[config.mk]
export PLATFORM = sky130hd
export DESIGN_NAME = bsc_first
export DESIGN_NICKNAME = d
export VERILOG_FILES = /design/src/sv/bsc_pkg.sv /design/src/sv/bsc_first.sv
export SDC_FILE = /design/constraint.sdc
export NUM_CORES = 2
export LEC_CHECK = 0
export ABC_CLOCK_PERIOD_IN_PS = 7540
export BUFFER_PORTS_ARGS = -buffer_cell sky130_fd_sc_hd__buf_2
export CAP_MARGIN = 0
export CORE_UTILIZATION = 40
export CTS_CLUSTER_SIZE = 12
export DETAILED_ROUTE_END_ITERATION = 12
export GPL_ROUTABILITY_DRIVEN = 0
export RECOVER_POWER = 100
export SYNTH_ARGS = -nofsm -noshare
export SYNTH_HDL_FRONTEND = slang
export SYNTH_SLANG_ARGS = --single-unit
[constraint.sdc]
create_clock -name i_clk -period 7.54 [get_ports i_clk]
set_clock_uncertainty 0.2 [all_clocks]
set_input_delay 0.377 -clock i_clk [delete_from_list [all_inputs] [get_ports i_clk]]
set_output_delay 0.377 -clock i_clk [all_outputs]
set_load 0.02 [all_outputs]
[src/sv/bsc_pkg.sv]
// ----------------------------------------------------------------------------
// bsc_pkg
// Shared types and constants for the barometric sensor compensation pipeline.
// ----------------------------------------------------------------------------
package bsc_pkg;

    // Configuration port geometry.
    localparam int CFG_IDX_W  = 3;
    localparam int CFG_DATA_W = 16;

    // Coefficient register indexes.
    typedef enum logic [CFG_IDX_W-1:0] {
        REG_C1 = 3'd0,
        REG_C2 = 3'd1,
        REG_C3 = 3'd2,
        REG_C4 = 3'd3,
        REG_C5 = 3'd4,
        REG_C6 = 3'd5
    } t_reg_idx;

    // Reference temperature (20.00 degC) and very-low threshold offset.
    localparam logic signed [18:0] TEMP_REF   = 19'sd2000;
    localparam logic signed [18:0] VLOW_OFS   = 19'sd3500;
    localparam logic signed [17:0] VLOW_LIMIT = -18'sd3500;

    // Saturation bounds of the pressure result.
    localparam logic [31:0] PRESS_MAX = 32'h7FFF_FFFF;
    localparam logic [31:0] PRESS_MIN = 32'h8000_0000;

    // Factory coefficients C1..C6.
    typedef struct packed {
        logic [15:0] c1;
        logic [15:0] c2;
        logic [15:0] c3;
        logic [15:0] c4;
        logic [15:0] c5;
        logic [15:0] c6;
    } t_coeffs;

    // First-order results handed to the second-order section.
    typedef struct packed {
        logic        [23:0] d1;
        logic signed [18:0] temp;
        logic signed [17:0] dtemp;
        logic signed [36:0] off;
        logic signed [35:0] sens;
        logic        [16:0] t2;
    } t_first;

    // Corrected values handed to the pressure section.
    typedef struct packed {
        logic        [23:0] d1;
        logic signed [18:0] temp;
        logic signed [42:0] off;
        logic signed [41:0] sens;
    } t_second;

endpackage

[src/sv/bsc_first.sv]
// ----------------------------------------------------------------------------
// bsc_first
// First-order compensation: dT, TEMP, OFF, SENS and the T2 term, three stages.
// ----------------------------------------------------------------------------
module bsc_first (
    input  logic             i_clk,
    input  logic             i_rst_n,
    input  bsc_pkg::t_coeffs i_coeffs,
    input  logic             i_valid,
    output logic             o_ready,
    input  logic [23:0]      i_d1,
    input  logic [23:0]      i_d2,
    output logic             o_valid,
    input  logic             i_ready,
    output bsc_pkg::t_first  o_data
);
    import bsc_pkg::*;

    logic [2:0] r_v;
    logic [2:0] s_adv;

    // Stage registers.
    logic        [23:0] r_d1_0;
    logic signed [24:0] r_dt;
    logic        [23:0] r_d1_1;
    logic signed [41:0] r_pt;
    logic signed [41:0] r_po;
    logic signed [41:0] r_ps;
    logic signed [49:0] r_sq;
    t_first             r_out;

    logic signed [24:0] n_dt;
    logic signed [17:0] n_dtemp;
    logic        [48:0] n_sq;
    logic        [50:0] n_t5;
    logic        [49:0] n_t3;
    t_first             n_out;

    // A stage moves when it is empty or the next one moves.
    assign s_adv[2] = !r_v[2] || i_ready;
    assign s_adv[1] = !r_v[1] || s_adv[2];
    assign s_adv[0] = !r_v[0] || s_adv[1];
    assign o_ready  = s_adv[0];
    assign o_valid  = r_v[2];
    assign o_data   = r_out;

    always_ff @(posedge i_clk) begin
        if (!i_rst_n) begin
            r_v <= '0;
        end else begin
            if (s_adv[0]) r_v[0] <= i_valid;
            if (s_adv[1]) r_v[1] <= r_v[0];
            if (s_adv[2]) r_v[2] <= r_v[1];
        end
    end

    // Temperature difference from the reference.
    assign n_dt = $signed({1'b0, i_d2}) - $signed({1'b0, i_coeffs.c5, 8'b0});

    always_ff @(posedge i_clk) begin
        if (s_adv[0]) begin
            r_d1_0 <= i_d1;
            r_dt   <= n_dt;
        end
    end

    // The four products of dT.
    always_ff @(posedge i_clk) begin
        if (s_adv[1]) begin
            r_d1_1 <= r_d1_0;
            r_pt   <= r_dt * $signed({1'b0, i_coeffs.c6});
            r_po   <= r_dt * $signed({1'b0, i_coeffs.c4});
            r_ps   <= r_dt * $signed({1'b0, i_coeffs.c3});
            r_sq   <= r_dt * r_dt;
        end
    end

    // Scale the products; the shifts are floor divisions.
    always_comb begin
        n_dtemp    = r_pt[40:23];
        n_sq       = r_sq[48:0];
        n_t5       = {n_sq, 2'b00} + {2'b00, n_sq};
        n_t3       = {n_sq, 1'b0} + {1'b0, n_sq};
        n_out.d1   = r_d1_1;
        n_out.dtemp = n_dtemp;
        n_out.temp = TEMP_REF + {n_dtemp[17], n_dtemp};
        n_out.off  = $signed({4'b0, i_coeffs.c2, 17'b0})
                   + {r_po[41], r_po[41:6]};
        n_out.sens = $signed({4'b0, i_coeffs.c1, 16'b0})
                   + {r_ps[41], r_ps[41:7]};
        if (n_dtemp[17]) begin
            n_out.t2 = n_t3[49:33];
        end else begin
            n_out.t2 = {4'b0, n_t5[50:38]};
        end
    end

    always_ff @(posedge i_clk) begin
        if (s_adv[2]) begin
            r_out <= n_out;
        end
    end

endmodule

# ---- After elaboration in Yosys (flattened, before gate mapping)
# Index checks and enable logic that the tools add are counted.
# W data, S select, Z words.
dict set report classes {
  addsub 6
  mul 4
  muxes 1
  reduce_logical 6
}
# cell n
set ops {}
lappend ops {{$mul A25 B17 Y42} 2}
lappend ops {{$add A51 B49 Y51} 1}
lappend ops {{$add A50 B49 Y50} 1}
lappend ops {{$mul A25 B25 Y49} 1}
lappend ops {{$mul A25 B17 Y41} 1}
lappend ops {{$add A34 B36 Y37} 1}
lappend ops {{$add A33 B35 Y36} 1}
lappend ops {{$sub A24 B24 Y25} 1}
lappend ops {{$add A12 B18 Y19 const A} 1}
lappend ops {{$mux W13} 1}
lappend ops {{$logic_not A1 Y1} 3}
lappend ops {{$logic_or A1 B1 Y1} 3}
dict set report word_totals {
  ff_bits 401
  in_bits 148
  out_inout_bits 153
}

# ---- Longest topological paths before layout
dict set report depth {
  ltp_word 4
  ltp_mapped 29
  depth_no_buf 27
}

# ---- Worst setup path after synthesis
# Ideal clock, no wire load.
dict set report synth_path {
  path_type {reg-to-reg}
  from {reg r_dt[3]}
  to {reg r_sq[48] (data pin)}
  setup_time_ns 0.260
  arrival_time_ns 6.985
  path_slack_ns 0.095
  path_stages_with_launch 30
  path_cell_list {edfxtp_1 clkbuf_1 clkbuf_1 clkbuf_1 nand2_1 fa_1 inv_1 fa_1 inv_1 fa_1 inv_1 fa_1 inv_1 fa_1 inv_1 fa_1 inv_1 fa_1 inv_1 ha_1 and4_1 and3_1 o211ai_1 o211ai_1 nand2_1 o31a_1 o31ai_1 o2bb2ai_1 o21ai_1 xnor2_1}
}
dict set report synth_between {
  elab_chain_len 1
}
# item line_no
set synth_lines {}
lappend synth_lines {{start, declared} bsc_first.sv:24} ;# logic signed [24:0] r_dt;
lappend synth_lines {{start signal, assigned} bsc_first.sv:63} ;# r_dt <= n_dt;
lappend synth_lines {{$mul A25 B25 Y49} bsc_first.sv:74} ;# r_sq <= r_dt * r_dt;
lappend synth_lines {{end signal, assigned} bsc_first.sv:74}
lappend synth_lines {{end, declared} bsc_first.sv:29} ;# logic signed [49:0] r_sq;
# No other way between the ends.
# A chain may end at the register's enable or synchronous reset.

# ---- Worst setup path in the final report
dict set report layout_path {
  from {reg r_dt[18]}
  to {reg r_sq[47] (data pin)}
}
# The elaborated chain is that of the path after synthesis.

==> flow_metrics.tcl <==
set metrics [dict create \
    numPortBuffers 300 \
    path_class "register to register" \
    post-place-ws_ps -28.0 \
    first_pass_iters 5 \
    vias_per_cell 4.93 \
    slew_headroom_pct -198 \
    syn-num-nets 10400 \
    wl_met2_um 96100 \
    synthesis.area_um2 78000 \
    min_period_ps 7380 \
    routedWlPerCell_um 18.4 \
    start_util_pct 40.4 \
    synth_cell_types 80 \
    antenna_found_initial 23 \
    min_path_type "primary input to register" \
    overflow 0 \
    clock_latency_ps 700 \
    slew_violations 409 \
    final.setup.worst_slack_ps 165 \
    drt_iter0_drc 2781 \
    synth-async-reset-ratio_pct 0 \
    fp.dieH_um 444 \
    timing.fmax_ghz 0.136 \
    cts_buffers 50 \
    critPathLaunchType "register" \
    yosysWarnings 0 \
    finalSetupViolations 0 \
    cts_tree "yes" \
    arrival_ps 7600 \
    vias 53700 \
    coreArea_um2 193000 \
    top_layer_used "met5" \
    track_usage_pct 20.9 \
    boundaryPins 301 \
    cts.sinks 360 \
    die_width_um 444 \
    cts_root_buf "clkbuf_16" \
    ys_seq_area_share_pct 13.8 \
    synth_flop_cell "edfxtp_1" \
    fin_nets 10800 \
    num_rows 161 \
    synth_enable_flop_cells 357 \
    hpwl_um 165000 \
    drt_wl_total_um 200000 \
    drive_above_1_share_pct 6.94 \
    synth_top_area_share_pct 45.2 \
    area_delta_synth_final_pct 11.1 \
    setup_tns_ps 0 \
    drt-met1-wl_um 86200 \
    grt_pass1_vias 58900 \
    synth_area_leaders "fa_1 45%, edfxtp_1 14%, inv_1 9.9%, ha_1 9.5%, nand2_1 4.8%" \
    rsz0062_at_grt "yes" \
    ys_top_cells_by_count "2063 x inv_1, 1763 x fa_1, 1001 x nand2_1" \
    syn_inst 7923 \
    cap_violations 8 \
    cts_buffer_depth 3 \
    period_share_pct 97.8 \
    worstPathMaxFanout 18 \
    ys_seq_elements 360 \
    failed_checks "max-capacitance violations, max-slew violations" \
    fillers 18300 \
    required_ps 7760 \
    worst_slew_pin_slew_ps 4470 \
    postRouteAntennaNets 0 \
    yosysMostFrequentCell "inv_1" \
    grt_pass1_wl_um 323000 \
    grt_max_degree 71 \
    status "finished with violations" \
    postSynthAreaPerCell_um2 9.85 \
    drc 0 \
    synth_top_area_cell "fa_1" \
    path_clk_slew_ps 60 \
    fin_hold_ws_ps 49.6 \
    dr_wl_met3_um 12300 \
    hold_viol 0 \
    dieArea_um2 197000 \
    h-tree-depth 2 \
    cp-end-kind "register" \
]
==> path summary, 6_finish.rpt <==
path / depth (start not counted) / startpoint / slack [ps] / end
hold / removal: 3 / i_coeffs[16] / 50 / r_dt[8]
hold reg to reg: 0 / r_po[6] / 210 / o_data[53]
setup / recovery: 24 / r_dt[18] / 160 / r_sq[47]
setup reg to reg: 24 / r_dt[18] / 160 / r_sq[47]
==> stage by stage <==
| step | area (µm²) | utilization [%] | cells |
|---|---|---|---|
| after floorplan | 78000 | - | 7923 |
| after global placement | 83600 | 43.3 | 10700 |
| after detailed placement | 83600 | 43.3 | 10700 |
| after CTS | 86200 | 44.6 | 10900 |
| after global routing | 86700 | 44.9 | 10900 |
| final | 86700 | 44.9 | 10900 |
==> registers in the layout, indices dropped and copies added (netlist names) <==
register / cells
o_data: 147
r_d1_0: 24
r_d1_1: 24
r_dt: 25
r_po: 36
r_ps: 35
r_pt: 18
r_sq: 48
r_v: 3
==> layout make-up <==
| type | count | area (µm²) | area share [%] |
|---|---|---|---|
| Timing Repair Buffer | 663 | 4670 | 5.39 |
| Multi-Input combinational cell | 5177 | 58500 | 67.6 |
| Antenna cell | 9 | 22.5 | 0.0260 |
| Clock buffer | 58 | 1300 | 1.50 |
| Sequential cell | 360 | 10800 | 12.4 |
| Inverter | 2063 | 7750 | 8.94 |
| Clock inverter | 34 | 425 | 0.491 |
| Tap cell | 2526 | 3160 | 3.65 |
==> logic make-up (layout without fill, tap and decap cells) <==
group,Yosys count,count (layout),share of synthesized area [%]
buf+inv,2386,2818,11.5
fa+ha+maj,2354,2354,54.7
simple gates,1962,1962,12.0
compound gates,613,613,5.14
flops,360,360,13.8
xor+xnor,242,242,2.72
mux,6,6,0.0786
other cells,0,9,0
==> worst max-delay path, cell delays in order, from the launching register on <==
cell,delay (ps)
edfxtp_1,420
buf_12,170
buf_4,340
nand2_1,190
fa_1,570
inv_1,50
fa_1,480
fa_1,500
fa_1,580
fa_1,430
fa_1,490
inv_1,50
fa_1,470
inv_1,40
ha_1,210
buf_4,170
a21o_1,260
a21o_1,210
a21o_1,280
a21o_4,270
a21oi_2,180
o2111ai_2,170
nand2_1,140
o31ai_1,90
xor2_1,140
==> per-layer routing <==
| layer | global-route usage [%] | up-vias |
|---|---|---|
| li1 | - | 24300 |
| met1 | 27.9 | 27800 |
| met2 | 35.0 | 1278 |
| met3 | 3.61 | 268 |
| met4 | 5.27 | 20 |
| met5 | 0 | - |
==> repair_timing <==
action                                  CTS  global route
gates cloned                              0             5
hold buffers                             74             0
endpoints found under the setup margin    6            41
endpoints found under the hold margin    68             0
pin swaps                                 4            32
setup buffers                             7            22
resized for setup                         7           111
==> cell usage in the layout (no fill, tap or decap), types with 67 or more instances in the layout <==
cell type	instances
fa_1	1757
buf_4	222
dlygate4sd3_1	74
and2_1	574
nand2_1	995
buf_2	138
a21o_1	96
edfxtp_1	357
xnor2_1	175
o21ai_0	98
xor2_1	67
nor2_1	145
inv_1	2058
ha_1	583
a21oi_1	180
clkbuf_1	182
Power is left out: the tool's default activity adds up to more than one toggle a clock period on the data nets, which glitch-free logic cannot reach.
