## src/sv/bsc_pkg.sv

```systemverilog
// ----------------------------------------------------------------------------
// bsc_pkg
// Shared types and constants for the barometric sensor compensation pipeline.
// ----------------------------------------------------------------------------
package bsc_pkg;

    // Configuration port geometry.
    localparam int CFG_IDX_W  = 3;
    localparam int CFG_DATA_W = 16;

    // Coefficient register indexes.
    typedef enum logic [CFG_IDX_W-1:0] {
        REG_C1 = 3'd0,
        REG_C2 = 3'd1,
        REG_C3 = 3'd2,
        REG_C4 = 3'd3,
        REG_C5 = 3'd4,
        REG_C6 = 3'd5
    } t_reg_idx;

    // Reference temperature (20.00 degC) and very-low threshold offset.
    localparam logic signed [18:0] TEMP_REF   = 19'sd2000;
    localparam logic signed [18:0] VLOW_OFS   = 19'sd3500;
    localparam logic signed [17:0] VLOW_LIMIT = -18'sd3500;

    // Saturation bounds of the pressure result.
    localparam logic [31:0] PRESS_MAX = 32'h7FFF_FFFF;
    localparam logic [31:0] PRESS_MIN = 32'h8000_0000;

    // Factory coefficients C1..C6.
    typedef struct packed {
        logic [15:0] c1;
        logic [15:0] c2;
        logic [15:0] c3;
        logic [15:0] c4;
        logic [15:0] c5;
        logic [15:0] c6;
    } t_coeffs;

    // First-order results handed to the second-order section.
    typedef struct packed {
        logic        [23:0] d1;
        logic signed [18:0] temp;
        logic signed [17:0] dtemp;
        logic signed [36:0] off;
        logic signed [35:0] sens;
        logic        [16:0] t2;
    } t_first;

    // Corrected values handed to the pressure section.
    typedef struct packed {
        logic        [23:0] d1;
        logic signed [18:0] temp;
        logic signed [42:0] off;
        logic signed [41:0] sens;
    } t_second;

endpackage

```

## src/sv/bsc_press.sv

```systemverilog
// ----------------------------------------------------------------------------
// bsc_press
// Pressure: D1*SENS as two partial products, offset removal, saturation.
// ----------------------------------------------------------------------------
module bsc_press (
    input  logic               i_clk,
    input  logic               i_rst_n,
    input  logic               i_valid,
    output logic               o_ready,
    input  bsc_pkg::t_second   i_data,
    output logic               o_valid,
    input  logic               i_ready,
    output logic signed [18:0] o_temp,
    output logic signed [31:0] o_press
);
    import bsc_pkg::*;

    logic [2:0] r_v;
    logic [2:0] s_adv;

    logic signed [18:0] r_temp_0;
    logic signed [42:0] r_off_0;
    logic        [44:0] r_lo;
    logic signed [45:0] r_hi;
    logic signed [18:0] r_temp_1;
    logic signed [42:0] r_off_1;
    logic signed [66:0] r_prod;
    logic signed [18:0] r_temp;
    logic signed [31:0] r_press;

    logic signed [47:0] n_x;
    logic signed [32:0] n_pw;
    logic signed [31:0] n_press;

    assign s_adv[2] = !r_v[2] || i_ready;
    assign s_adv[1] = !r_v[1] || s_adv[2];
    assign s_adv[0] = !r_v[0] || s_adv[1];
    assign o_ready  = s_adv[0];
    assign o_valid  = r_v[2];
    assign o_temp   = r_temp;
    assign o_press  = r_press;

    always_ff @(posedge i_clk) begin
        if (!i_rst_n) begin
            r_v <= '0;
        end else begin
            if (s_adv[0]) r_v[0] <= i_valid;
            if (s_adv[1]) r_v[1] <= r_v[0];
            if (s_adv[2]) r_v[2] <= r_v[1];
        end
    end

    // Partial products on the low and high halves of SENS.
    always_ff @(posedge i_clk) begin
        if (s_adv[0]) begin
            r_temp_0 <= i_data.temp;
            r_off_0  <= i_data.off;
            r_lo     <= i_data.d1 * i_data.sens[20:0];
            r_hi     <= $signed({1'b0, i_data.d1}) * $signed(i_data.sens[41:21]);
        end
    end

    // Recombine into the full product.
    always_ff @(posedge i_clk) begin
        if (s_adv[1]) begin
            r_temp_1 <= r_temp_0;
            r_off_1  <= r_off_0;
            r_prod   <= $signed({r_hi, 21'b0}) + $signed({22'b0, r_lo});
        end
    end

    // Remove the offset, scale, and clip to the 32-bit range.
    always_comb begin
        n_x  = {{2{r_prod[66]}}, r_prod[66:21]} - {{5{r_off_1[42]}}, r_off_1};
        n_pw = n_x[47:15];
        if (n_pw[32] != n_pw[31]) begin
            n_press = n_pw[32] ? PRESS_MIN : PRESS_MAX;
        end else begin
            n_press = n_pw[31:0];
        end
    end

    always_ff @(posedge i_clk) begin
        if (s_adv[2]) begin
            r_temp  <= r_temp_1;
            r_press <= n_press;
        end
    end

endmodule

```

## config.mk

```make
export PLATFORM = sky130hd
export DESIGN_NAME = bsc_press
export DESIGN_NICKNAME = d
export VERILOG_FILES = /design/src/sv/bsc_pkg.sv /design/src/sv/bsc_press.sv
export SDC_FILE = /design/constraint.sdc
export NUM_CORES = 2
export LEC_CHECK = 0
export BUFFER_PORTS_ARGS = -buffer_cell sky130_fd_sc_hd__buf_4
export CORE_MARGIN = 2
export CORE_UTILIZATION = 52
export CTS_BUF_LIST = sky130_fd_sc_hd__clkbuf_4 sky130_fd_sc_hd__clkbuf_8
export CTS_CLUSTER_DIAMETER = 50
export DETAILED_ROUTE_END_ITERATION = 8
export MAX_ROUTING_LAYER = met4
export PLACE_DENSITY_LB_ADDON = 0.12
export SYNTH_ARGS = -nofsm -noshare
export SYNTH_HDL_FRONTEND = slang
export SYNTH_SLANG_ARGS = --single-unit
```

## constraint.sdc

```tcl
create_clock -name i_clk -period 8 [get_ports i_clk]
set_input_delay 0.4 -clock i_clk [delete_from_list [all_inputs] [get_ports i_clk]]
set_output_delay 0.4 -clock i_clk [all_outputs]
set_load 0.005 [all_outputs]
```

Yosys cells after proc, flatten, opt, wreduce, memory -nomap -nowiden
Index checks and enable logic that the tools add are counted.

Register bits after elaboration: 336. Bits of input ports: 132. Output and inout bits: 53.

$add $sub $neg: 2. Multiply operators: 2. Equal/unequal tests: 1. Mux-type cells: 2. Reductions and logical operators: 6.

Operators by type and width (number): 67-bit by 46-bit adder with 67-bit output (1); 32-bit 2-to-1 mux (2); 46-bit by 43-bit subtractor with 47-bit output (1); 25-bit by 21-bit multiplier with 46-bit output (1); 24-bit by 21-bit multiplier with 45-bit output (1); 1-bit zero test (3); 1-bit logical OR (3); 1-bit != test (1).

Depth between registers and ports, before layout
Word-level depth: 4. Depth in mapped cells: 28.

Least setup slack after synthesis
Ideal clock, no wire load.

Kind: input-to-reg. Start: input port i_data[21] in the netlist's numbering. End: register r_hi[43], data pin. Setup time: 0.258 ns. Data arrival time: 6.471 ns. Path slack: 1.272 ns. Stages: 26. Buffers on the path: 2. Cell sequence: clkbuf_1 -> nand2_1 -> fa_1 -> inv_1 -> fa_1 -> inv_1 -> fa_1 -> inv_1 -> fa_1 -> fa_1 -> fa_1 -> inv_1 -> fa_1 -> inv_1 -> ha_1 -> clkbuf_1 -> nand2_1 -> nor3_1 -> o21ai_1 -> a21o_1 -> a211oi_1 -> a211oi_2 -> o31ai_1 -> a41oi_1 -> and2b_1 -> xnor2_1.

Longest elaborated chain between the ends: 1.

RTL lines: from (decl) (line bsc_press.sv:10) `input bsc_pkg::t_second i_data,`; 25-bit by 21-bit multiplier with 46-bit output (line bsc_press.sv:59) `r_hi <= $signed({1'b0, i_data.d1}) * $signed(i_data.sens[41:21]);`; to (signal assigned) (line bsc_press.sv:59); to (decl) (line bsc_press.sv:24) `logic signed [45:0] r_hi;`.

Every way passes these cells. A chain may end at the register's enable or synchronous reset.

Final worst setup path
Start: input port i_data[119] in the netlist's numbering. End: register r_lo[39], data pin.

Longest elaborated chain between the ends: 1.

RTL lines: 24-bit by 21-bit multiplier with 45-bit output (line bsc_press.sv:58) `r_lo <= i_data.d1 * i_data.sens[20:0];`; to (signal assigned) (line bsc_press.sv:58); to (decl) (line bsc_press.sv:23) `logic [44:0] r_lo;`.

Every way passes these cells.

==> results.sh <==
export IMPL_status="finished clean"
export IMPL_cts_resized=0
export IMPL_cts_tree="built"
export IMPL_path_common_cell="fa_1"
export IMPL_period_needed_ns=7.08
export IMPL_place_gp_congestion=0.909
export IMPL_arrival_ns=7.39
export IMPL_yosysTopAreaCell="fa_1"
export IMPL_finalSetupViolCount=0
export IMPL_cts_made_buffers=43
export IMPL_netlist_area_um2=44700
export IMPL_finalClockSkew_ns=0.0222
export IMPL_final_common_cell="inv_1"
export IMPL_timing_rr_end="r_prod[65]$_DFFE_PP_"
export IMPL_worstPathRequired_ns=8.31
export IMPL_route_detailed_drc=0
export IMPL_reg2regPathDepth=14
export IMPL_drv_slew=0
export IMPL_met3_usage_pct=3.38
export IMPL_grt_pass1_wl_um=178000
export IMPL_rrSetupSlack_ns=4.41
export IMPL_synth_seq_cells=294
export IMPL_worst_pin_slew_ns=1.08
export IMPL_setup_tns_ns=0
export IMPL_coreArea_um2=85100
export IMPL_start_util_pct=52.5
export IMPL_grtUsageMet2_pct=41.1
export IMPL_cp_max_fo=36
export IMPL_critPathBufInv=5
export IMPL_ios=185
export IMPL_vias=30116
export IMPL_grt_max_degree=77
export IMPL_cp_slowest_cell="o311ai_1"
export IMPL_firstDrtPassIters=5
export IMPL_yosysWarnings=0
export IMPL_grt_pass1_vias=32025
export IMPL_cts_root_buf="clkbuf_8"
export IMPL_antenna_left=0
export IMPL_worstHoldPathType="input port to register"
export IMPL_clock_latency_ns=0.57
export IMPL_via_per_inst=5.20
export IMPL_busiest_layer="met2"
export IMPL_synthTopCellsByArea="fa_1, edfxtp_1, ha_1, inv_1, and2_1"
export IMPL_final_cell_mix="inv_1, fa_1, nand2_1"
export IMPL_end_kind="register"
export IMPL_portBuffers=184
export IMPL_grt_remaining_overflow=0
export IMPL_hold_violations=0
export IMPL_hold_depth=2
export IMPL_r2r_start="r_lo[21]$_DFFE_PP_"
export IMPL_drtIter0Drc=1662
export IMPL_htree_levels=2
export IMPL_wl_per_cell_um=18.8
export IMPL_final_cell_area_um2=48600
export IMPL_slew_headroom_pct=27.9
export IMPL_syn2layout_area_growth_pct=8.77
export IMPL_async_reset_ff_share_pct=0
export IMPL_crit_type="input port to register"
export IMPL_worstHoldStart="i_rst_n"
export IMPL_postPlaceCellArea_um2=47100
export IMPL_seq_area_frac_synth_pct=19.7
export IMPL_fin_crit_sh_pct=88.5
export IMPL_drt_total_wl_um=109000
export IMPL_syn_num_nets=5836
export IMPL_slowest_delay_ns=0.68
export IMPL_fp_dieArea_um2=88300
export IMPL_yosysTopAreaCellShare_pct=37.2
export IMPL_syn_area_per_cell_um2=9.99
export IMPL_yosysUniqueCellTypes=68
export IMPL_synth_main_ff_cell="edfxtp_1"
export IMPL_antenna_found_initial=2
export IMPL_met1_usage_pct=37.6
export IMPL_rsz0062_at_grt="false"
export IMPL_holdPathEnd="r_v[2]$_SDFFE_PN0P_"
export IMPL_maxCapViolations=0
export IMPL_rows=107
export IMPL_hpwl_um=83900
export IMPL_critical_path_top_delay_family="adder cells"
export IMPL_clkSinkCount=294
export IMPL_nNetsFinal=5979
export IMPL_crit_path_start_kind="input port"
export IMPL_syn_inst=4469
export IMPL_fmaxAchievable_ghz=0.141
export IMPL_track_usage_pct=26.4
export IMPL_fin_util_pct=57.1
export IMPL_clkSlewWorstSetupHoldPaths_ns=0.07
export IMPL_crit_chain="buf_4 > and2_1 > fa_1 > fa_1 > inv_1 > fa_1 > inv_1 > fa_1 > fa_1 > fa_1 > inv_1 > fa_1 > inv_1 > ha_1 > and3_1 > nand4_1 > o311ai_1 > nor2b_1 > o2111ai_1 > a21oi_2 > nor2_2 > o21bai_1 > a21oi_1 > xnor2_1"
export IMPL_layout_drive_gt1_share_pct=6.91
export IMPL_die_h_um=297
export IMPL_synth_edff_count=291
export IMPL_cts_buffer_depth=3
export IMPL_fp_dieW_um=297
==> metrics by stage <==
| stage | hold WS, ns | setup WS, ns | cells |
|---|---|---|---|
| CTS | 0.0117 | 1.01 | 5787 |
| finish | 0.0596 | 0.922 | 5788 |
| global route | 0.0440 | 0.623 | 5788 |
| floorplan | 0.400 | 1.27 | 4469 |
| detailed placement | 0.405 | 0.398 | 5649 |
| global placement | 0.402 | 0.490 | 5649 |
==> synth_stat cells (2+ instances only) <==
master	n
or3_1	5
clkbuf_1	188
nor4_1	2
o211ai_1	5
edfxtp_1	291
o21ai_0	48
o31ai_1	4
a21oi_1	104
or2_2	4
and4_1	3
nand3_1	31
nor2_1	76
nand2_1	585
fa_1	831
o21bai_1	17
nand4_1	19
nand4b_1	2
a211o_1	5
o21ai_1	5
a2bb2oi_1	2
inv_1	1018
o21a_1	21
and2_1	453
a211oi_2	2
nand2b_1	30
a41oi_1	4
and3_1	7
o31a_1	3
nor2b_1	31
nor3_1	18
a31oi_1	6
xnor2_1	84
o2111ai_1	2
and2b_1	2
dfxtp_1	3
a21boi_0	2
a21oi_2	5
o311ai_1	2
ha_1	404
xor2_1	47
a21o_1	61
a211oi_1	11
==> registers in the layout, summed over array words and instances, names as in the netlist <==
register  cells
o_temp       19
o_press      32
r_temp_1     19
r_prod       46
r_hi         46
r_temp_0     19
r_v           3
r_off_0      43
r_lo         24
r_off_1      43
==> logic make-up (layout without fill, tap and decap cells) <==
group,count (synthesis),in the layout,synth area share [%]
adders and majority gates,1235,1235,48.6
xor gates and xnor gates,131,131,2.57
AOI/OAI and AO/OA,329,329,4.94
buffers and inverters,1207,1381,10.2
and+or+nand+nor,1273,1273,14.1
other,0,1,0
DFF,294,294,19.7
==> how the worst max path moves through the flow <==
stage                      startpoint                  to  slack, ns  cells past startpoint
after floorplan            i_data[21]  r_hi[43]$_DFFE_PP_       1.27                     26
after global placement    i_data[113]  r_hi[43]$_DFFE_PP_       0.49                     27
final                     i_data[119]  r_lo[39]$_DFFE_PP_       0.92                     24
after CTS                 i_data[113]  r_hi[43]$_DFFE_PP_       1.01                     27
after global routing      i_data[114]  r_lo[39]$_DFFE_PP_       0.62                     23
after detailed placement  i_data[119]  r_lo[39]$_DFFE_PP_       0.40                     24
==> routing by layer <==
metal  routed length (um)  up-vias
li1                     -    13783
met1                49700    15250
met2                49500      960
met3                 7670      123
met4                 1810        0
met5                    0        -
==> cell type report <==
cell class                      count  area (um2)
Fill cell                        7696       36600
Multi-Input combinational cell   2968       31400
Sequential cell                   294        8800
Inverter                         1018        3820
Timing Repair Buffer              287        2320
Tap cell                         1144        1430
Clock buffer                       53         667
Clock inverter                     23         186
Antenna cell                        1        2.50
==> what timing repair did <==
action                                  in CTS  in global routing
hold endpoints to repair                    62                  0
endpoints found under the setup margin       0                  0
buffers inserted                             0                  0
hold buffers                                62                  0
==> worst reg2reg max path, stage by stage, from the launching register on <==
cell and delay [ns]:
edfxtp_1 0.42, ha_1 0.24, inv_1 0.07, fa_1 0.21
nor2b_1 0.06, o21ai_1 0.16, a21boi_1 0.11, o21ai_1 0.20
a21oi_1 0.15, o31a_1 0.31, a311o_1 0.43, o21ai_1 0.29
o21a_1 0.42, nor3_1 0.12, xnor2_1 0.16
Power is not shown: default switching activity piles up to over one toggle a cycle in this logic, so the estimate is an artifact.
