===== config.mk =====
export PLATFORM = sky130hd
export DESIGN_NAME = bsc_second
export DESIGN_NICKNAME = d
export VERILOG_FILES = /design/src/sv/bsc_pkg.sv /design/src/sv/bsc_second.sv
export SDC_FILE = /design/constraint.sdc
export NUM_CORES = 2
export LEC_CHECK = 0
export BUFFER_PORTS_ARGS = -buffer_cell sky130_fd_sc_hd__clkbuf_2
export CAP_MARGIN = 20
export CORE_MARGIN = 3
export CORE_UTILIZATION = 40
export DETAILED_ROUTE_END_ITERATION = 6
export GPL_TIMING_DRIVEN = 0
export PLACE_DENSITY = 0.65
export RECOVER_POWER = 100
export REMOVE_ABC_BUFFERS = 1
export SLEW_MARGIN = 40
export SYNTH_ARGS = -nofsm -noshare
export SYNTH_HDL_FRONTEND = slang
export SYNTH_SLANG_ARGS = --single-unit

===== constraint.sdc =====
create_clock -name i_clk -period 24.9 [get_ports i_clk]
set_input_delay 3.735 -clock i_clk [delete_from_list [all_inputs] [get_ports i_clk]]
set_output_delay 3.735 -clock i_clk [all_outputs]
set_load 0.05 [all_outputs]

===== src/sv/bsc_pkg.sv =====
// ----------------------------------------------------------------------------
// bsc_pkg
// Shared types and constants for the barometric sensor compensation pipeline.
// ----------------------------------------------------------------------------
package bsc_pkg;

    // Configuration port geometry.
    localparam int CFG_IDX_W  = 3;
    localparam int CFG_DATA_W = 16;

    // Coefficient register indexes.
    typedef enum logic [CFG_IDX_W-1:0] {
        REG_C1 = 3'd0,
        REG_C2 = 3'd1,
        REG_C3 = 3'd2,
        REG_C4 = 3'd3,
        REG_C5 = 3'd4,
        REG_C6 = 3'd5
    } t_reg_idx;

    // Reference temperature (20.00 degC) and very-low threshold offset.
    localparam logic signed [18:0] TEMP_REF   = 19'sd2000;
    localparam logic signed [18:0] VLOW_OFS   = 19'sd3500;
    localparam logic signed [17:0] VLOW_LIMIT = -18'sd3500;

    // Saturation bounds of the pressure result.
    localparam logic [31:0] PRESS_MAX = 32'h7FFF_FFFF;
    localparam logic [31:0] PRESS_MIN = 32'h8000_0000;

    // Factory coefficients C1..C6.
    typedef struct packed {
        logic [15:0] c1;
        logic [15:0] c2;
        logic [15:0] c3;
        logic [15:0] c4;
        logic [15:0] c5;
        logic [15:0] c6;
    } t_coeffs;

    // First-order results handed to the second-order section.
    typedef struct packed {
        logic        [23:0] d1;
        logic signed [18:0] temp;
        logic signed [17:0] dtemp;
        logic signed [36:0] off;
        logic signed [35:0] sens;
        logic        [16:0] t2;
    } t_first;

    // Corrected values handed to the pressure section.
    typedef struct packed {
        logic        [23:0] d1;
        logic signed [18:0] temp;
        logic signed [42:0] off;
        logic signed [41:0] sens;
    } t_second;

endpackage


===== src/sv/bsc_second.sv =====
// ----------------------------------------------------------------------------
// bsc_second
// Second-order correction: low and very-low temperature terms, three stages.
// ----------------------------------------------------------------------------
module bsc_second (
    input  logic             i_clk,
    input  logic             i_rst_n,
    input  logic             i_valid,
    output logic             o_ready,
    input  bsc_pkg::t_first  i_data,
    output logic             o_valid,
    input  logic             i_ready,
    output bsc_pkg::t_second o_data
);
    import bsc_pkg::*;

    logic [2:0] r_v;
    logic [2:0] s_adv;

    logic        [23:0] r_d1_0;
    logic signed [18:0] r_temp_0;
    logic signed [36:0] r_off_0;
    logic signed [35:0] r_sens_0;
    logic        [34:0] r_dev1;
    logic        [34:0] r_dev2;
    logic               r_low;
    logic               r_vlow;

    logic        [23:0] r_d1_1;
    logic signed [18:0] r_temp_1;
    logic signed [36:0] r_off_1;
    logic signed [35:0] r_sens_1;
    logic        [40:0] r_off2;
    logic        [39:0] r_sens2;

    t_second            r_out;

    logic signed [18:0] n_vl;
    logic signed [35:0] n_sq1;
    logic signed [37:0] n_sq2;
    logic        [40:0] n_o61;
    logic        [38:0] n_o17;
    logic        [39:0] n_s29;
    logic        [37:0] n_s9;
    logic        [40:0] n_off2;
    logic        [39:0] n_sens2;

    assign s_adv[2] = !r_v[2] || i_ready;
    assign s_adv[1] = !r_v[1] || s_adv[2];
    assign s_adv[0] = !r_v[0] || s_adv[1];
    assign o_ready  = s_adv[0];
    assign o_valid  = r_v[2];
    assign o_data   = r_out;

    always_ff @(posedge i_clk) begin
        if (!i_rst_n) begin
            r_v <= '0;
        end else begin
            if (s_adv[0]) r_v[0] <= i_valid;
            if (s_adv[1]) r_v[1] <= r_v[0];
            if (s_adv[2]) r_v[2] <= r_v[1];
        end
    end

    // Squared deviations from 20 degC and from -15 degC; final temperature.
    assign n_vl  = {i_data.dtemp[17], i_data.dtemp} + VLOW_OFS;
    assign n_sq1 = i_data.dtemp * i_data.dtemp;
    assign n_sq2 = n_vl * n_vl;

    always_ff @(posedge i_clk) begin
        if (s_adv[0]) begin
            r_d1_0   <= i_data.d1;
            r_temp_0 <= i_data.temp - $signed({2'b0, i_data.t2});
            r_off_0  <= i_data.off;
            r_sens_0 <= i_data.sens;
            r_dev1   <= n_sq1[34:0];
            r_dev2   <= n_sq2[34:0];
            r_low    <= i_data.dtemp[17];
            r_vlow   <= i_data.dtemp < VLOW_LIMIT;
        end
    end

    // OFF2 and SENS2 from shift-and-add constant multiples.
    always_comb begin
        n_o61 = {r_dev1, 6'b0} - {5'b0, r_dev1, 1'b0} - {6'b0, r_dev1};
        n_o17 = {r_dev2, 4'b0} + {4'b0, r_dev2};
        n_s29 = {r_dev1, 5'b0} - {4'b0, r_dev1, 1'b0} - {5'b0, r_dev1};
        n_s9  = {r_dev2, 3'b0} + {3'b0, r_dev2};
        n_off2  = '0;
        n_sens2 = '0;
        if (r_low) begin
            n_off2  = {4'b0, n_o61[40:4]};
            n_sens2 = {4'b0, n_s29[39:4]};
            if (r_vlow) begin
                n_off2  = n_off2 + {2'b0, n_o17};
                n_sens2 = n_sens2 + {2'b0, n_s9};
            end
        end
    end

    always_ff @(posedge i_clk) begin
        if (s_adv[1]) begin
            r_d1_1   <= r_d1_0;
            r_temp_1 <= r_temp_0;
            r_off_1  <= r_off_0;
            r_sens_1 <= r_sens_0;
            r_off2   <= n_off2;
            r_sens2  <= n_sens2;
        end
    end

    // Apply the corrections.
    always_ff @(posedge i_clk) begin
        if (s_adv[2]) begin
            r_out.d1   <= r_d1_1;
            r_out.temp <= r_temp_1;
            r_out.off  <= {{6{r_off_1[36]}}, r_off_1} - $signed({2'b0, r_off2});
            r_out.sens <= {{6{r_sens_1[35]}}, r_sens_1} - $signed({2'b0, r_sens2});
        end
    end

endmodule


* Yosys cells after proc, flatten, opt, wreduce, memory -nomap -nowiden *
Cells that the tools add are included.

cells by class
  magnitude comparators = 1
  add/sub/neg operators = 12
  multiplexer cells = 2
  $mul = 2
  reductions and logical operators = 7

operators by type and width
  kind                      count
  $sub A37 B41 Y42          1
  $sub A36 B40 Y41          1
  $sub A41 B35 Y41          1
  $sub A41 B36 Y41          1
  $add A37 B39 Y40          1
  $sub A40 B35 Y40          1
  $sub A40 B36 Y40          1
  $add A36 B38 Y39          1
  $add A39 B35 Y39          1
  $add A38 B35 Y38          1
  $mux W37                  1
  $mux W36                  1
  $mul A18 B18 Y35          1
  $mul A19 B19 Y35          1
  $add A18 B13 Y19 const B  1
  $sub A19 B18 Y19          1
  $lt A18 B13 Y1 const B    1
  $logic_not A1 Y1          3
  $logic_or A1 B1 Y1        3
  $reduce_and A2 Y1         1

word-level totals
  logic and storage cells = 47
  register bits after elaboration = 514
  input port bits = 155
  output and inout bits = 130

* Longest topological paths before layout *
  depth in word-level cells = 4
  depth in mapped cells = 37
  mapped depth without buffers = 35

* Least setup slack after synthesis *
OpenSTA, ideal clock, no wires.

  path type = in2out
  from = input i_ready
  to = output o_ready
  path buffers = 0
  arrival = 8430 ps
  path slack = 12735 ps
  stages on the path = 2
  required time = 21165 ps
  path through = nor2b_1 nand3_1

between the ends
  word-level cells in the longest chain between the ends = 3

ends and longest elaborated chain
  what                RTL line          RTL
  start, declared     bsc_second.sv:12  input logic i_ready,
  $logic_or A1 B1 Y1  bsc_second.sv:48  assign s_adv[2] = !r_v[2] || i_ready;
  $logic_or A1 B1 Y1  bsc_second.sv:49  assign s_adv[1] = !r_v[1] || s_adv[2];
  $logic_or A1 B1 Y1  bsc_second.sv:50  assign s_adv[0] = !r_v[0] || s_adv[1];
  end, declared       bsc_second.sv:9   output logic o_ready,

Every way passes these cells.

* Final worst setup path *
  from = input i_data[92] (netlist bit)
  to = register r_dev2[31], data pin

between the ends
  word-level cells in the longest chain between the ends = 2

ends and longest elaborated chain
  what                  RTL line          RTL
  start, declared       bsc_second.sv:10  input bsc_pkg::t_first i_data,
  $add A18 B13 Y19      bsc_second.sv:66  assign n_vl = {i_data.dtemp[17], i_data.dtemp} + VLOW_OFS;
  $mul A19 B19 Y35      bsc_second.sv:68  assign n_sq2 = n_vl * n_vl;
  net n_sq2[31]         bsc_second.sv:40  logic signed [37:0] n_sq2;
  end signal, assigned  bsc_second.sv:77  r_dev2 <= n_sq2[34:0];
  end, declared         bsc_second.sv:25  logic [34:0] r_dev2;

The timed path passes the listed nets, and every way through them passes these cells.
A chain may end at the register's enable or synchronous reset.

==> results.py <==
metrics = {
    "die": {
        "dieArea_um2": 141000,
        "io_pins": 285,
        "initial_core_util": 0.405,
        "core_um2": 134000,
        "chipHeight_um": 375,
        "die_w_um": 375,
        "rows": 134,
    },
    "finish": {
        "fin_nets": 6899,
        "drive_above_1_share": 0.0487,
        "area_delta_synth_final_pct": 8.67,
    },
    "detailed_routing": {
        "dr.pass1.iters": 7,
        "drc": 3,
        "ant_nets": 0,
        "wirelength_um": 130000,
        "viasPerCell": 5.13,
        "drt_iter0_markers": 2573,
        "via_count": 37700,
        "wl_per_cell_um": 17.7,
    },
    "clocking": {
        "cts_tree": "built",
        "clkLatencyLatePin_ns": 0.60,
        "h-tree-depth": 2,
        "cts_buffers": 46,
        "cts_buffer_depth": 3,
        "post_cts_resized": 0,
        "cts_hold_buf": 0,
        "root_buffer": "clkbuf_16",
        "path_clk_slew_ns": 0.06,
        "post_cts_buffers": 0,
        "cts.sinks": 507,
    },
    "synthesis": {
        "netlist_area_um2": 54400,
        "synth_most_common_cell": "inv_1",
        "synthArstFlopShare": 0,
        "ys_seq_elements": 507,
        "synth.top_cells.by_area": "edfxtp_1, fa_1, ha_1",
        "netlist_instances": 5299,
        "yosysTopAreaCell": "edfxtp_1",
        "synth-edff-count": 504,
        "synth_cell_type_count": 95,
        "synth_top_area_share": 0.278,
        "yosys-top-cells-count": "inv_1, fa_1, ha_1",
        "ys.flop_type": "edfxtp_1",
        "yosys_warnings": 0,
        "yosysSeqAreaShare": 0.279,
        "syn_area_per_cell_um2": 10.3,
    },
    "global_route": {
        "antenna_found_initial": 4,
        "grt_pass1_vias": 39700,
        "grt.total_usage": 0.184,
        "grt_overflow": 0,
        "grt_pass1_wl_um": 208000,
        "grt_start_max_net_pins": 73,
    },
    "timing": {
        "fin_crit_ns": 15.77,
        "setup_viol": 0,
        "relSlewSlack": -1.16,
        "finalSetupTns_ns": 0,
        "fmax_ghz": 0.0634,
        "worst_pin_slew_ns": 3.22,
        "post-route-period-util": 0.633,
        "rsz0062_at_grt": "false",
        "slew_viol_final": 587,
        "finalClockSkew_ns": 0.0190,
        "hold_violations": 0,
    },
    "critical_path": {
        "cp_slowest_cell": "clkbuf_1",
        "cp-start-kind": "input port",
        "path_buf_inv": 7,
        "cp-end-kind": "flip-flop",
        "critPathTopFamily": "adder cells",
        "critPathKind": "input port to flip-flop",
        "cp_max_fo": 25,
        "cp.arrival_ns": 16.10,
        "cpPeakStageDelay_ns": 1.35,
        "cp.required_ns": 25.23,
    },
    "placed_design": {
        "port_buffers": 284,
        "dp_hpwl_um": 106000,
        "gp_congestion": 0.898,
    },
    "status": {
        "status": "complete, but fails checks",
        "violations": "design-rule violations, max-capacitance violations, max-slew violations",
    },
    "min_path": {
        "hp-class": "flip-flop to flip-flop",
    },
    "flow_run": {
        "max-cap-violations": 15,
    },
}
==> cell type report <==
type | instances | area, um^2
sequential | 507 | 15200
clock buffer | 54 | 1200
inverter | 1002 | 3770
multi-input combinational | 3694 | 35200
timing repair buffer | 306 | 1390
tap | 1768 | 2210
fill | 12700 | 75100
antenna | 1 | 2.50
clock inverter | 26 | 215
==> layout by cell type (no fill, tap or decap), drive strengths merged, types with 24 or more instances in the layout <==
master	Yosys	routed
o21a	57	57
nand2	398	398
nand4	29	29
nand3	53	53
a21oi	328	328
and2	78	78
ha	524	524
fa	663	663
and3	36	36
a211oi	36	36
edfxtp	504	504
o21ai	164	164
nor3	42	42
xor2	117	117
xnor2	276	276
o211ai	24	24
a21o	173	173
a31oi	34	34
clkbuf	81	351
nor2	308	308
nor2b	37	37
o21bai	49	49
inv	997	998
nand2b	42	42
==> per-layer routing <==
metal / routed length [um] / vias to the layer above / global-route usage
met1: 55800 / 18400 / 0.238
met3: 7670 / 203 / 0.0238
met5: 20 / - / 0
met2: 62900 / 1055 / 0.324
met4: 3560 / 4 / 0.0497
li1: - / 18100 / -
==> metrics by stage <==
step	instance area [um^2]	hold WS (ns)	utilization	worst slack (ns)	instances
final	59200	0.416	0.441	9.13	7358
after global routing	59200	0.420	0.441	8.63	7357
after CTS	59700	0.415	0.444	11.72	7357
after detailed placement	58300	0.405	0.434	11.10	7277
after global placement	57700	0.401	0.430	8.82	7255
after floorplan	54100	0.400	-	12.73	5203
==> worst paths after layout <==
check | slack [ns] | cells after the start | to | startpoint
setup / recovery | 9.13 | 30 | r_dev2[31] | i_data[92]
hold / removal | 0.42 | 0 | r_d1_1[11] | r_d1_0[11]
setup reg to reg | 17.22 | 25 | r_off2[27] | r_dev2[2]
hold reg to reg | 0.42 | 0 | r_d1_1[11] | r_d1_0[11]
==> registers in the layout, indices dropped and copies added, names as in the netlist <==
name	flops
o_data	126
r_off2	40
r_sens2	38
r_off_0	37
r_off_1	37
r_sens_0	36
r_sens_1	36
r_dev1	33
r_dev2	33
r_d1_0	24
r_d1_1	24
r_temp_0	19
r_temp_1	19
r_v	3
r_low	1
r_vlow	1
==> worst reg2reg max path, delay by kind of cell (launching register included) <==
family / cells / cell delay (ns)
flip-flops: 1 / 0.66
adder cells (fa/ha/maj): 3 / 0.94
XOR/XNOR: 2 / 0.32
AND/OR/NAND/NOR: 3 / 0.61
AO/OA/AOI/OAI: 15 / 4.59
buffers and inverters: 2 / 0.26
==> kinds of logic (layout without fill, tap and decap cells) <==
family          after synthesis  in the layout  synth area share
flops                       507            507             0.279
other cells                   0              1                 0
xor+xnor                    393            393            0.0634
simple gates               1084           1084            0.0919
fa+ha+maj                  1187           1187             0.364
compound gates             1012           1012             0.122
buf+inv                    1098           1388            0.0759
mux                          18             18           0.00336
Power is not shown: default switching activity piles up to over one toggle a cycle in this logic, so the estimate is an artifact.
